==> src/i2cms_pkg.sv <==
// Shared types, codes and reset values of the I2C master byte sequencer.
package i2cms_pkg;

  localparam int unsigned CfgIdxWidth = 2;
  localparam int unsigned CfgDataWidth = 8;

  localparam logic [CfgIdxWidth-1:0] CFG_ADDRESS_MASK    = 2'd0;
  localparam logic [CfgIdxWidth-1:0] CFG_STATUS_MASK     = 2'd1;
  localparam logic [CfgIdxWidth-1:0] CFG_FIRST_DATA_MASK = 2'd2;

  localparam logic [7:0] ADDRESS_MASK_RST    = 8'd254;
  localparam logic [3:0] STATUS_MASK_RST     = 4'd15;
  localparam logic [7:0] FIRST_DATA_MASK_RST = 8'd15;

  typedef enum logic [1:0] {
    FUNC_WRITE = 2'd0,
    FUNC_READ  = 2'd1,
    FUNC_EVENT = 2'd2,
    FUNC_NOP   = 2'd3
  } func_e;

  typedef enum logic [3:0] {
    PH_IDLE     = 4'd0,
    PH_START    = 4'd1,
    PH_ADDR_ACK = 4'd2,
    PH_CMD_ACK  = 4'd3,
    PH_D1_ACK   = 4'd4,
    PH_D2_ACK   = 4'd5,
    PH_RSTART   = 4'd6,
    PH_RADDR    = 4'd7,
    PH_RX1      = 4'd8,
    PH_ACK1     = 4'd9,
    PH_RX2      = 4'd10,
    PH_NACK2    = 4'd11,
    PH_STOP     = 4'd12
  } phase_e;

  typedef enum logic [2:0] {
    ACT_NONE   = 3'd0,
    ACT_START  = 3'd1,
    ACT_RSTART = 3'd2,
    ACT_STOP   = 3'd3,
    ACT_TX     = 3'd4,
    ACT_RCEN   = 3'd5,
    ACT_ACK    = 3'd6,
    ACT_NACK   = 3'd7
  } action_e;

  typedef enum logic [1:0] {
    OC_OK     = 2'd0,
    OC_FAILED = 2'd1,
    OC_BUSY   = 2'd2
  } outcome_e;

  typedef struct packed {
    logic [1:0] func;
    logic [6:0] target_address;
    logic [7:0] command_byte;
    logic [7:0] first_byte;
    logic [7:0] second_byte;
    logic       ack_missing;
    logic       write_collision;
    logic       start_seen;
    logic       stop_seen;
    logic [7:0] received_byte;
  } in_item_t;

  typedef struct packed {
    logic [2:0] bus_action;
    logic [7:0] transmit_byte;
    logic       done_res;
    logic [1:0] outcome;
    logic [3:0] read_status;
    logic [7:0] read_first;
    logic [7:0] read_second;
  } result_t;

endpackage

==> src/i2cms_in_reg.sv <==
// Input register stage: holds one accepted request or event beat.
module i2cms_in_reg (
  input  logic                clk_i,
  input  logic                rst_ni,
  input  logic                load_i,
  input  logic                drain_i,
  input  i2cms_pkg::in_item_t item_i,
  output logic                valid_o,
  output i2cms_pkg::in_item_t item_o
);
  import i2cms_pkg::*;

  logic     valid_q, valid_d;
  in_item_t item_q;

  always_comb begin
    valid_d = valid_q;
    if (load_i) begin
      valid_d = 1'b1;
    end else if (drain_i) begin
      valid_d = 1'b0;
    end
  end

  always_ff @(posedge clk_i or negedge rst_ni) begin
    if (!rst_ni) begin
      valid_q <= 1'b0;
    end else begin
      valid_q <= valid_d;
    end
  end

  always_ff @(posedge clk_i) begin
    if (load_i) begin
      item_q <= item_i;
    end
  end

  assign valid_o = valid_q;
  assign item_o  = item_q;

endmodule

==> src/i2cms_core.sv <==
// Sequencer state, configuration masks and next-action logic.
module i2cms_core (
  input  logic                                      clk_i,
  input  logic                                      rst_ni,
  input  logic                                      cfg_we_i,
  input  logic [i2cms_pkg::CfgIdxWidth-1:0]         cfg_idx_i,
  input  logic [i2cms_pkg::CfgDataWidth-1:0]        cfg_wdata_i,
  input  logic                                      step_i,
  input  i2cms_pkg::in_item_t                       item_i,
  output i2cms_pkg::result_t                        result_o
);
  import i2cms_pkg::*;

  logic [7:0] address_mask_q;
  logic [3:0] status_mask_q;
  logic [7:0] first_data_mask_q;

  phase_e     phase_q, phase_d;
  logic       busy_q, busy_d;
  logic       first_q, first_d;
  logic       reading_q, reading_d;
  logic       failed_q, failed_d;
  logic [6:0] held_address_q, held_address_d;
  logic [7:0] held_command_q, held_command_d;
  logic [7:0] held_first_q, held_first_d;
  logic [7:0] held_second_q, held_second_d;
  logic [3:0] got_status_q, got_status_d;
  logic [7:0] got_first_q, got_first_d;
  logic [7:0] got_second_q, got_second_d;

  logic [7:0] addr_base;
  logic       bad;
  action_e    act;
  outcome_e   oc;
  logic [7:0] tx;
  logic       done;

  // Address bit 0 is cleared by the shift, so the R/W add never carries.
  assign addr_base = {held_address_q, 1'b0} & address_mask_q;
  assign bad       = item_i.ack_missing | item_i.write_collision;

  always_comb begin
    phase_d        = phase_q;
    busy_d         = busy_q;
    first_d        = first_q;
    reading_d      = reading_q;
    failed_d       = failed_q;
    held_address_d = held_address_q;
    held_command_d = held_command_q;
    held_first_d   = held_first_q;
    held_second_d  = held_second_q;
    got_status_d   = got_status_q;
    got_first_d    = got_first_q;
    got_second_d   = got_second_q;
    act            = ACT_NONE;
    oc             = OC_OK;
    tx             = 8'd0;
    done           = 1'b0;

    if (item_i.func == FUNC_WRITE || item_i.func == FUNC_READ) begin
      if (busy_q) begin
        done = 1'b1;
        oc   = OC_BUSY;
      end else if (!first_q && (item_i.start_seen || !item_i.stop_seen)) begin
        done = 1'b1;
        oc   = OC_FAILED;
      end else begin
        first_d        = 1'b0;
        busy_d         = 1'b1;
        failed_d       = 1'b0;
        reading_d      = (item_i.func == FUNC_READ);
        held_address_d = item_i.target_address;
        held_command_d = item_i.command_byte;
        held_first_d   = item_i.first_byte;
        held_second_d  = item_i.second_byte;
        act            = ACT_START;
        phase_d        = PH_START;
      end
    end else if (item_i.func == FUNC_EVENT && busy_q) begin
      case (phase_q)
        PH_START: begin
          if (item_i.start_seen && !item_i.stop_seen) begin
            act = ACT_TX; tx = addr_base; phase_d = PH_ADDR_ACK;
          end else begin
            act = ACT_STOP; failed_d = 1'b1; phase_d = PH_STOP;
          end
        end
        PH_ADDR_ACK: begin
          if (!bad) begin
            act = ACT_TX; tx = held_command_q; phase_d = PH_CMD_ACK;
          end else begin
            act = ACT_STOP; failed_d = 1'b1; phase_d = PH_STOP;
          end
        end
        PH_CMD_ACK: begin
          if (bad) begin
            act = ACT_STOP; failed_d = 1'b1; phase_d = PH_STOP;
          end else if (reading_q) begin
            act = ACT_RSTART; phase_d = PH_RSTART;
          end else begin
            act = ACT_TX; tx = held_first_q; phase_d = PH_D1_ACK;
          end
        end
        PH_D1_ACK: begin
          if (!bad) begin
            act = ACT_TX; tx = held_second_q; phase_d = PH_D2_ACK;
          end else begin
            act = ACT_STOP; failed_d = 1'b1; phase_d = PH_STOP;
          end
        end
        PH_D2_ACK: begin
          if (bad) begin
            failed_d = 1'b1;
          end
          act = ACT_STOP; phase_d = PH_STOP;
        end
        PH_RSTART: begin
          act = ACT_TX; tx = addr_base + 8'd1; phase_d = PH_RADDR;
        end
        PH_RADDR: begin
          act = ACT_RCEN; phase_d = PH_RX1;
        end
        PH_RX1: begin
          got_status_d = item_i.received_byte[7:4] & status_mask_q;
          got_first_d  = item_i.received_byte & first_data_mask_q;
          act = ACT_ACK; phase_d = PH_ACK1;
        end
        PH_ACK1: begin
          act = ACT_RCEN; phase_d = PH_RX2;
        end
        PH_RX2: begin
          got_second_d = item_i.received_byte;
          act = ACT_NACK; phase_d = PH_NACK2;
        end
        PH_NACK2: begin
          act = ACT_STOP; phase_d = PH_STOP;
        end
        PH_STOP: begin
          done    = 1'b1;
          oc      = failed_q ? OC_FAILED : OC_OK;
          phase_d = PH_IDLE;
          busy_d  = 1'b0;
        end
        default: begin
          done    = 1'b1;
          oc      = OC_FAILED;
          phase_d = PH_IDLE;
          busy_d  = 1'b0;
        end
      endcase
    end
  end

  always_comb begin
    result_o.bus_action    = act;
    result_o.transmit_byte = tx;
    result_o.done_res      = done;
    result_o.outcome       = oc;
    result_o.read_status   = got_status_d;
    result_o.read_first    = got_first_d;
    result_o.read_second   = got_second_d;
  end

  always_ff @(posedge clk_i or negedge rst_ni) begin
    if (!rst_ni) begin
      address_mask_q    <= ADDRESS_MASK_RST;
      status_mask_q     <= STATUS_MASK_RST;
      first_data_mask_q <= FIRST_DATA_MASK_RST;
    end else if (cfg_we_i) begin
      case (cfg_idx_i)
        CFG_ADDRESS_MASK:    address_mask_q    <= cfg_wdata_i;
        CFG_STATUS_MASK:     status_mask_q     <= cfg_wdata_i[3:0];
        CFG_FIRST_DATA_MASK: first_data_mask_q <= cfg_wdata_i;
        default: ;
      endcase
    end
  end

  always_ff @(posedge clk_i or negedge rst_ni) begin
    if (!rst_ni) begin
      phase_q        <= PH_IDLE;
      busy_q         <= 1'b0;
      first_q        <= 1'b1;
      reading_q      <= 1'b0;
      failed_q       <= 1'b0;
      held_address_q <= '0;
      held_command_q <= '0;
      held_first_q   <= '0;
      held_second_q  <= '0;
      got_status_q   <= '0;
      got_first_q    <= '0;
      got_second_q   <= '0;
    end else if (step_i) begin
      phase_q        <= phase_d;
      busy_q         <= busy_d;
      first_q        <= first_d;
      reading_q      <= reading_d;
      failed_q       <= failed_d;
      held_address_q <= held_address_d;
      held_command_q <= held_command_d;
      held_first_q   <= held_first_d;
      held_second_q  <= held_second_d;
      got_status_q   <= got_status_d;
      got_first_q    <= got_first_d;
      got_second_q   <= got_second_d;
    end
  end

endmodule

==> src/i2cms_out_reg.sv <==
// Result register: holds one result beat until the receiver takes it.
module i2cms_out_reg (
  input  logic               clk_i,
  input  logic               rst_ni,
  input  logic               load_i,
  input  logic               take_i,
  input  i2cms_pkg::result_t result_i,
  output logic               valid_o,
  output i2cms_pkg::result_t result_o
);
  import i2cms_pkg::*;

  logic    valid_q, valid_d;
  result_t result_q;

  always_comb begin
    valid_d = valid_q;
    if (load_i) begin
      valid_d = 1'b1;
    end else if (take_i) begin
      valid_d = 1'b0;
    end
  end

  always_ff @(posedge clk_i or negedge rst_ni) begin
    if (!rst_ni) begin
      valid_q <= 1'b0;
    end else begin
      valid_q <= valid_d;
    end
  end

  always_ff @(posedge clk_i) begin
    if (load_i) begin
      result_q <= result_i;
    end
  end

  assign valid_o  = valid_q;
  assign result_o = result_q;

endmodule

==> src/i2c_master_transaction_sequencer_unit.sv <==
// Top level of the I2C master byte sequencer.
//
// Input channel (in_valid_i / in_ready_o): one beat is a write request, a read
// request, a completion event from the byte engine or a no-op, selected by func_i.
// Output channel (out_valid_o / out_ready_i): exactly one result beat per input
// beat, in order: the next bus action, the byte to transmit, done and outcome,
// and the read-back status and data.
// Configuration (cfg_we_i, cfg_idx_i, cfg_wdata_i): index 0 address mask,
// 1 status mask, 2 first data mask; a write lands at the clock edge, no wait.
// Write only while no beat is in flight.
//
// An accepted beat is held in the input register; its result is registered in the result register.
// Throughput: one beat per cycle while the receiver does not stall, set by the
// single input register feeding the sequencer logic and the result register.
// When the receiver stalls, the result register holds its beat and the input
// register still takes one more beat; after that in_ready_o drops.
// Reset clears both registers' valid flags, sets the sequencer idle with the
// first-transfer flag set, and restores the configuration reset masks.
module i2c_master_transaction_sequencer_unit (
  input  logic                               clk_i,
  input  logic                               rst_ni,
  input  logic                               cfg_we_i,
  input  logic [i2cms_pkg::CfgIdxWidth-1:0]  cfg_idx_i,
  input  logic [i2cms_pkg::CfgDataWidth-1:0] cfg_wdata_i,
  input  logic                               in_valid_i,
  output logic                               in_ready_o,
  input  logic [1:0]                         func_i,
  input  logic [6:0]                         target_address_i,
  input  logic [7:0]                         command_byte_i,
  input  logic [7:0]                         first_byte_i,
  input  logic [7:0]                         second_byte_i,
  input  logic                               ack_missing_i,
  input  logic                               write_collision_i,
  input  logic                               start_seen_i,
  input  logic                               stop_seen_i,
  input  logic [7:0]                         received_byte_i,
  output logic                               out_valid_o,
  input  logic                               out_ready_i,
  output logic [2:0]                         bus_action_o,
  output logic [7:0]                         transmit_byte_o,
  output logic                               done_res_o,
  output logic [1:0]                         outcome_o,
  output logic [3:0]                         read_status_o,
  output logic [7:0]                         read_first_o,
  output logic [7:0]                         read_second_o
);
  import i2cms_pkg::*;

  in_item_t in_item, s1_item;
  result_t  core_result, out_result;
  logic     s1_valid, step, in_fire;

  always_comb begin
    in_item.func            = func_i;
    in_item.target_address  = target_address_i;
    in_item.command_byte    = command_byte_i;
    in_item.first_byte      = first_byte_i;
    in_item.second_byte     = second_byte_i;
    in_item.ack_missing     = ack_missing_i;
    in_item.write_collision = write_collision_i;
    in_item.start_seen      = start_seen_i;
    in_item.stop_seen       = stop_seen_i;
    in_item.received_byte   = received_byte_i;
  end

  // Advance the held beat whenever the result register is free or draining.
  assign step       = s1_valid && (!out_valid_o || out_ready_i);
  assign in_ready_o = !s1_valid || step;
  assign in_fire    = in_valid_i && in_ready_o;

  i2cms_in_reg u_in_reg (
    .clk_i   (clk_i),
    .rst_ni  (rst_ni),
    .load_i  (in_fire),
    .drain_i (step),
    .item_i  (in_item),
    .valid_o (s1_valid),
    .item_o  (s1_item)
  );

  i2cms_core u_core (
    .clk_i       (clk_i),
    .rst_ni      (rst_ni),
    .cfg_we_i    (cfg_we_i),
    .cfg_idx_i   (cfg_idx_i),
    .cfg_wdata_i (cfg_wdata_i),
    .step_i      (step),
    .item_i      (s1_item),
    .result_o    (core_result)
  );

  i2cms_out_reg u_out_reg (
    .clk_i    (clk_i),
    .rst_ni   (rst_ni),
    .load_i   (step),
    .take_i   (out_ready_i),
    .result_i (core_result),
    .valid_o  (out_valid_o),
    .result_o (out_result)
  );

  assign bus_action_o    = out_result.bus_action;
  assign transmit_byte_o = out_result.transmit_byte;
  assign done_res_o      = out_result.done_res;
  assign outcome_o       = out_result.outcome;
  assign read_status_o   = out_result.read_status;
  assign read_first_o    = out_result.read_first;
  assign read_second_o   = out_result.read_second;

endmodule

==> config.mk <==
export PLATFORM = sky130hd
export DESIGN_NAME = i2c_master_transaction_sequencer_unit
export DESIGN_NICKNAME = d
export VERILOG_FILES = /design/src/i2cms_pkg.sv /design/src/i2cms_in_reg.sv /design/src/i2cms_core.sv /design/src/i2cms_out_reg.sv /design/src/i2c_master_transaction_sequencer_unit.sv
export SDC_FILE = /design/constraint.sdc
export NUM_CORES = 1
export LEC_CHECK = 0
export ABC_AREA = 1
export BUFFER_PORTS_ARGS = -buffer_cell sky130_fd_sc_hd__buf_2
export CAP_MARGIN = 20
export CORE_ASPECT_RATIO = 1.5
export CORE_MARGIN = 2
export CORE_UTILIZATION = 47
export CTS_BUF_LIST = sky130_fd_sc_hd__clkbuf_2
export CTS_CLUSTER_DIAMETER = 60
export DETAILED_ROUTE_END_ITERATION = 8
export PLACE_DENSITY = 0.7
export SYNTH_ARGS = -nofsm -noshare
export SYNTH_HDL_FRONTEND = slang
export SYNTH_HIERARCHICAL = 1
export SYNTH_SLANG_ARGS = --single-unit
==> constraint.sdc <==
create_clock -name clk_i -period 11.03 [get_ports clk_i]
set_clock_uncertainty 0.05 [all_clocks]
set_input_delay 1.103 -clock clk_i [delete_from_list [all_inputs] [get_ports clk_i]]
set_output_delay 1.103 -clock clk_i [all_outputs]
set_load 0.02 [all_outputs]
# Word level (Yosys, flattened, before mapping)
# Cells that the tools add are included.
# W data, S select, Z words.
[totals]
inputBits = 60
out_inout_bits = 36
word_cells = 156
ff_bits = 160
[classes]
n_reduce_logical = 32
mux = 61
eq_ne = 21
n_bitwise = 7
n_addsub = 1
[op_table]
columns = ["operator", "count"]
rows = [
  ["$mux W8", 11],
  ["$mux W4", 11],
  ["$pmux W4 S10", 1],
  ["$pmux W8 S5", 1],
  ["$pmux W3 S8", 1],
  ["$mux W1", 23],
  ["$mux W3", 7],
  ["$eq A4 B4 Y1 const B", 5],
  ["$and A8 B8 Y8", 2],
  ["$eq A4 B3 Y1 const B", 4],
  ["$reduce_or A11 Y1", 1],
  ["$add A8 B1 Y8 const B", 1],
  ["$eq A4 B2 Y1 const B", 2],
  ["$mux W2", 4],
  ["$reduce_and A4 Y1", 2],
  ["$reduce_or A2 Y1", 4],
  ["$reduce_and A7 Y1", 1],
  ["$reduce_and A2 Y1", 3],
  ["$reduce_bool A2 Y1", 3],
  ["$logic_and A1 B1 Y1", 5],
  ["$and A4 B4 Y4", 1],
  ["$eq A2 B1 Y1 const B", 2],
  ["$eq A2 B2 Y1 const B", 2],
  ["$eq A4 B1 Y1 const B", 1],
  ["14 further kinds", 24],
]

# Longest topological paths before layout
[depth]
depth_word = 6
depth_mapped = 9
depth_no_buf = 9

# Cells and area by module
# The synthesis kept the hierarchy.
[modules_own_cells]
columns = ["module", "cells_per_inst", "instances", "area_per_inst_um2"]
rows = [
  ["i2cms_core", 531, 1, 3948.8],
  ["i2cms_in_reg", 50, 1, 1391.3],
  ["i2cms_out_reg", 39, 1, 1061.0],
  ["i2c_master_transaction_sequencer_unit", 5, 1, 23.8],
]

# Worst setup path after synthesis
# No wires, ideal clock.
[synth_timing]
path_kind = "input to register"
startpoint = "in out_ready_i"
endpoint = "reg u_core.held_address_q[0]"
n_path_buf = 1
required_ns = 10.863
arrival_ns = 5.202
slack_ns = 5.661
path_stages = 8
path_cell_list = "inv_1 -> a21boi_0 -> inv_1 -> nor2_1 -> inv_1 -> clkbuf_1 -> nand2_1 -> nand2_1"
[synth_via]
elab_chain_len = 3
[synth_rtl]
columns = ["item", "line", "source"]
rows = [
  ["start, declared", "i2c_master_transaction_sequencer_unit.sv:38", "input logic out_ready_i,"],
  ["$logic_or A1 B1 Y1", "i2c_master_transaction_sequencer_unit.sv:67", "assign step = s1_valid && (!out_valid_o || out_ready_i);"],
  ["$logic_and A1 B1 Y1", "i2c_master_transaction_sequencer_unit.sv:67", ""],
  ["via step", "i2c_master_transaction_sequencer_unit.sv:51", "logic s1_valid, step, in_fire;"],
  ["$reduce_and A4 Y1 (no line)", "-", ""],
  ["end signal, assigned", "i2cms_core.sv:199", "held_address_q <= held_address_d;"],
  ["end, declared", "i2cms_core.sv:23", "logic [6:0] held_address_q, held_address_d;"],
]
# The timed path passes the listed nets, and every way through them passes these cells.
# A chain may end at the register's enable or synchronous reset.

# Worst setup path in the final report
[layout_timing]
startpoint = "in out_ready_i"
endpoint = "reg u_core.held_address_q[6]"
# Same word-level chain as after synthesis.

==> implementation parameters <==
Parameter                              Value

Outcome
  Run status    completed

Synthesis
  Adder and majority cell fraction of the synthesized area    0%
  Fraction of the mapped netlist area in simple logic gates    19.8%
  Largest family of logic cells by synthesized area    simple AND/OR/NAND/NOR gates
  Async SR Flop Fraction    50.3%
  Post-synthesis cell area    6420 um^2
  Syn Area/Cell    10.3 um^2
  Cells after Synth    625
  Cell accounting for the most synthesized area    edfxtp_1
  Number of register bits inferred by synthesis    159
  Most common cell in the netlist    nand2_1
  Count of flip-flops with a built-in enable after synthesis    79
  Share of cell area taken by muxes after synthesis    0%
  Share of the yosys chip area belonging to registers    68.4%
  Top-area cell type share of the netlist area    36.9%
  Post-synthesis compound-gate area fraction    7.71%
  Warnings from Yosys    6
  Predominant post-synthesis flop cell    edfxtp_1
  Post-synthesis share of cell area spent on xor and xnor gates    0%
  Top cells by count, synth    239 x nand2_1, 79 x edfxtp_1, 64 x dfrtp_1
  Yosys cell types    29
  Number of nets in the synthesized netlist    685
  Main area contributors after synthesis    edfxtp_1 37%, dfrtp_1 25%, nand2_1 14%

Clock network
  Max Root-Sink Buffers    2
  Hold_buf cts    0
  Count of cells resized by post-cts repair    0
  CTS tree    built
  Clock-pin transition on the worst setup and hold timing paths    0.21 ns
  Clock root cell    clkbuf_2
  Clock H-tree levels    4
  Clock buffer count from CTS    17
  # clock sinks    159
  Worst-Skew Late Latency    0.71 ns
  Post-CTS setup buffer count    0

Flow run
  Reported max-cap violation count    0

STA
  Total negative setup slack    0 ns
  Count of endpoints failing hold in the final timing report    0
  Final period util    29.1%
  Worst slew pin tran    0.942 ns
  Unrepaired setup endpoints after global routing    no
  Number of setup violations in the final report    0
  Max_slew headroom    37.0%
  Maximum clock frequency    311 MHz
  Worst path setup slack after routing    7.82 ns
  Count of pins over their slew limit    0
  Time the worst path needs with I/O delays and setup    3.21 ns

Critical path
  Reg2Reg Capture Point    u_core/held_address_q[6]
  Register-to-Register Setup Slack    7.89 ns
  Req. time, crit path    11.57 ns
  Critical path's largest stage delay    0.62 ns
  Worst setup path class    in2reg
  Crit path buf inv count    6
  Worst-path cell chain    buf_2 -> inv_1 -> a21boi_4 -> buf_4 -> inv_1 -> nor2_2 -> buf_4 -> inv_1 -> nand2_1 -> nand2_1
  Crit Path Max Fanout    66
  Most frequent cell on the critical path    inv_1
  Stages on worst setup path    10
  Crit path capture type    register
  Worst-case reg-to-reg path depth    8
  Cell with the largest stage delay on the worst path    buf_4
  Crit path DAT    3.75 ns
  Critical register-to-register path startpoint    u_out_reg/valid_o
  Worst path top cell family by delay    buffers and inverters
  Startpoint kind of the worst setup timing path    primary input

Power
  Total power divided by cell area    242 nW/um^2
  Static power due to leakage    3.35 nW
  Max IR drop VDD    0.000105 V
  Power, Total    0.00177 W

Floorplanning
  Overall die height    147 um
  I/O pin total    96
  Floorplan row count    52
  Core region area    13400 um^2
  Initial Util    47.9%
  Floorplan die area    14600 um^2
  Die X    99.5 um

Detailed routing
  Average detailed-routed wire length per instance    14.8 um
  Total vias in the final route    4538
  Detailed-router iteration count before antenna repair    5
  Antenna Violating Nets Remaining    0
  Drt total wl    13300 um
  Detailed Route Iter0 Violations    246
  Number of design rule violations left after detail routing    0
  Vias per Instance    5.03

Layout
  Share of final-layout standard cells stronger than drive strength 1    23.8%
  Final layout net count    786
  Area grow syn2layout    13.9%
  Number of filler instances in the final layout    1178

Place
  Post-place setup slack    7.07 ns
  Placer's final routability congestion estimate    0.886
  DP Wirelength    9430 um
  Count of port buffers added during placement    95

Global routing
  Wire length of the first global-routing pass    21700 um
  Initial antenna violation count    1
  Largest net degree at the start of global routing    81
  Overall fraction of global-route tracks in use    19.2%
  GR Overflow Total    0
  Number of global-route vias before repair    4495

Hold path
  Path class of the lowest-slack min-delay path    in2async
==> logic make-up (layout without fill, tap and decap cells) <==
family                 after synthesis  after routing
DFF                                159            159
other                                0              1
AOI/OAI and AO/OA                   82             82
buffers and inverters               66            180
and+or+nand+nor                    318            318
==> worst max path at each step <==
stage / start / to / slack (ns)
2_1_floorplan: out_ready_i / u_core/held_address_q[0] / 5.66
3_3_place_gp: out_ready_i / u_core/reading_q / 7.20
3_5_place_dp: out_ready_i / u_core/reading_q / 7.07
4_1_cts: out_ready_i / u_core/held_address_q[6] / 7.84
5_1_grt: u_out_reg/valid_o / u_core/held_address_q[6] / 7.56
6_report: out_ready_i / u_core/held_address_q[6] / 7.82
==> metrics by stage <==
step / instances / hold WS [ns] / instance area, um^2 / util [%]
global route: 902 / 0.0465 / 7320 / 54.6
finish: 902 / 0.136 / 7320 / 54.6
CTS: 900 / 0.389 / 7290 / 54.4
detailed placement: 868 / 0.385 / 7060 / 52.7
global placement: 868 / 0.381 / 7060 / 52.7
floorplan: 625 / 0.375 / 6420 / -
==> where the power goes <==
group,internal (W),total (W),switching [W],leakage [nW]
Clock,0.0000862,0.000298,0.000212,0.133
Combinational,0.000160,0.000521,0.000361,1.45
Sequential,0.000851,0.000949,0.0000977,1.77
Total,0.00110,0.00177,0.000671,3.35
==> routing by layer <==
metal | GRT usage (%) | vias up | share of wire [%]
li1 | - | 2261 | -
met3 | 3.90 | 28 | 4.3
met4 | 8.42 | 0 | 2.6
met1 | 22.4 | 2130 | 40
met5 | 0 | - | 0
met2 | 34.1 | 119 | 53
==> cells in the final DEF (no fill, tap or decap), types with 2 or more instances in the layout <==
master	Yosys	final
a21boi_0	3	2
a21oi_1	8	8
a21oi_2	8	8
a31oi_1	11	11
buf_2	2	94
buf_4	1	4
clkbuf_2	0	18
clkinv_2	0	2
clkinv_4	0	4
clkinvlp_4	0	3
dfrtp_1	64	64
dfstp_2	16	16
edfxtp_1	79	79
inv_1	46	45
inv_2	3	3
inv_6	0	3
nand2_1	239	239
nand2_2	2	2
nand3_1	24	24
nor2_1	42	41
nor2_2	2	3
nor3_1	4	4
o21ai_0	29	29
o21ai_1	13	13
o21ai_2	8	8
==> state kept, by name, indices dropped and copies added (netlist names) <==
name                      count
u_core/first_q                1
u_core/address_mask_q         7
u_core/got_status_q           4
u_core/first_data_mask_q      8
u_core/got_first_q            8
u_out_reg/result_o           34
u_core/held_first_q           8
u_core/held_command_q         8
u_core/phase_q                4
u_core/failed_q               1
u_in_reg/item_o              45
u_core/busy_q                 1
u_core/held_address_q         7
u_core/status_mask_q          4
u_in_reg/valid_o              1
u_core/got_second_q           8
u_core/held_second_q          8
u_out_reg/valid_o             1
u_core/reading_q              1
==> final cells by class <==
cell class | instances | area [um^2] | share of cell area (%)
clock buffer | 18 | 90.1 | 1.23
clock inverter | 14 | 135 | 1.85
timing repair buffer | 99 | 528 | 7.21
antenna | 1 | 2.50 | 0.0342
inverter | 49 | 184 | 2.51
sequential | 159 | 4390 | 60.0
multi-input combinational | 400 | 1780 | 24.4
tap | 162 | 203 | 2.77
(Power assumes the default switching activity.)
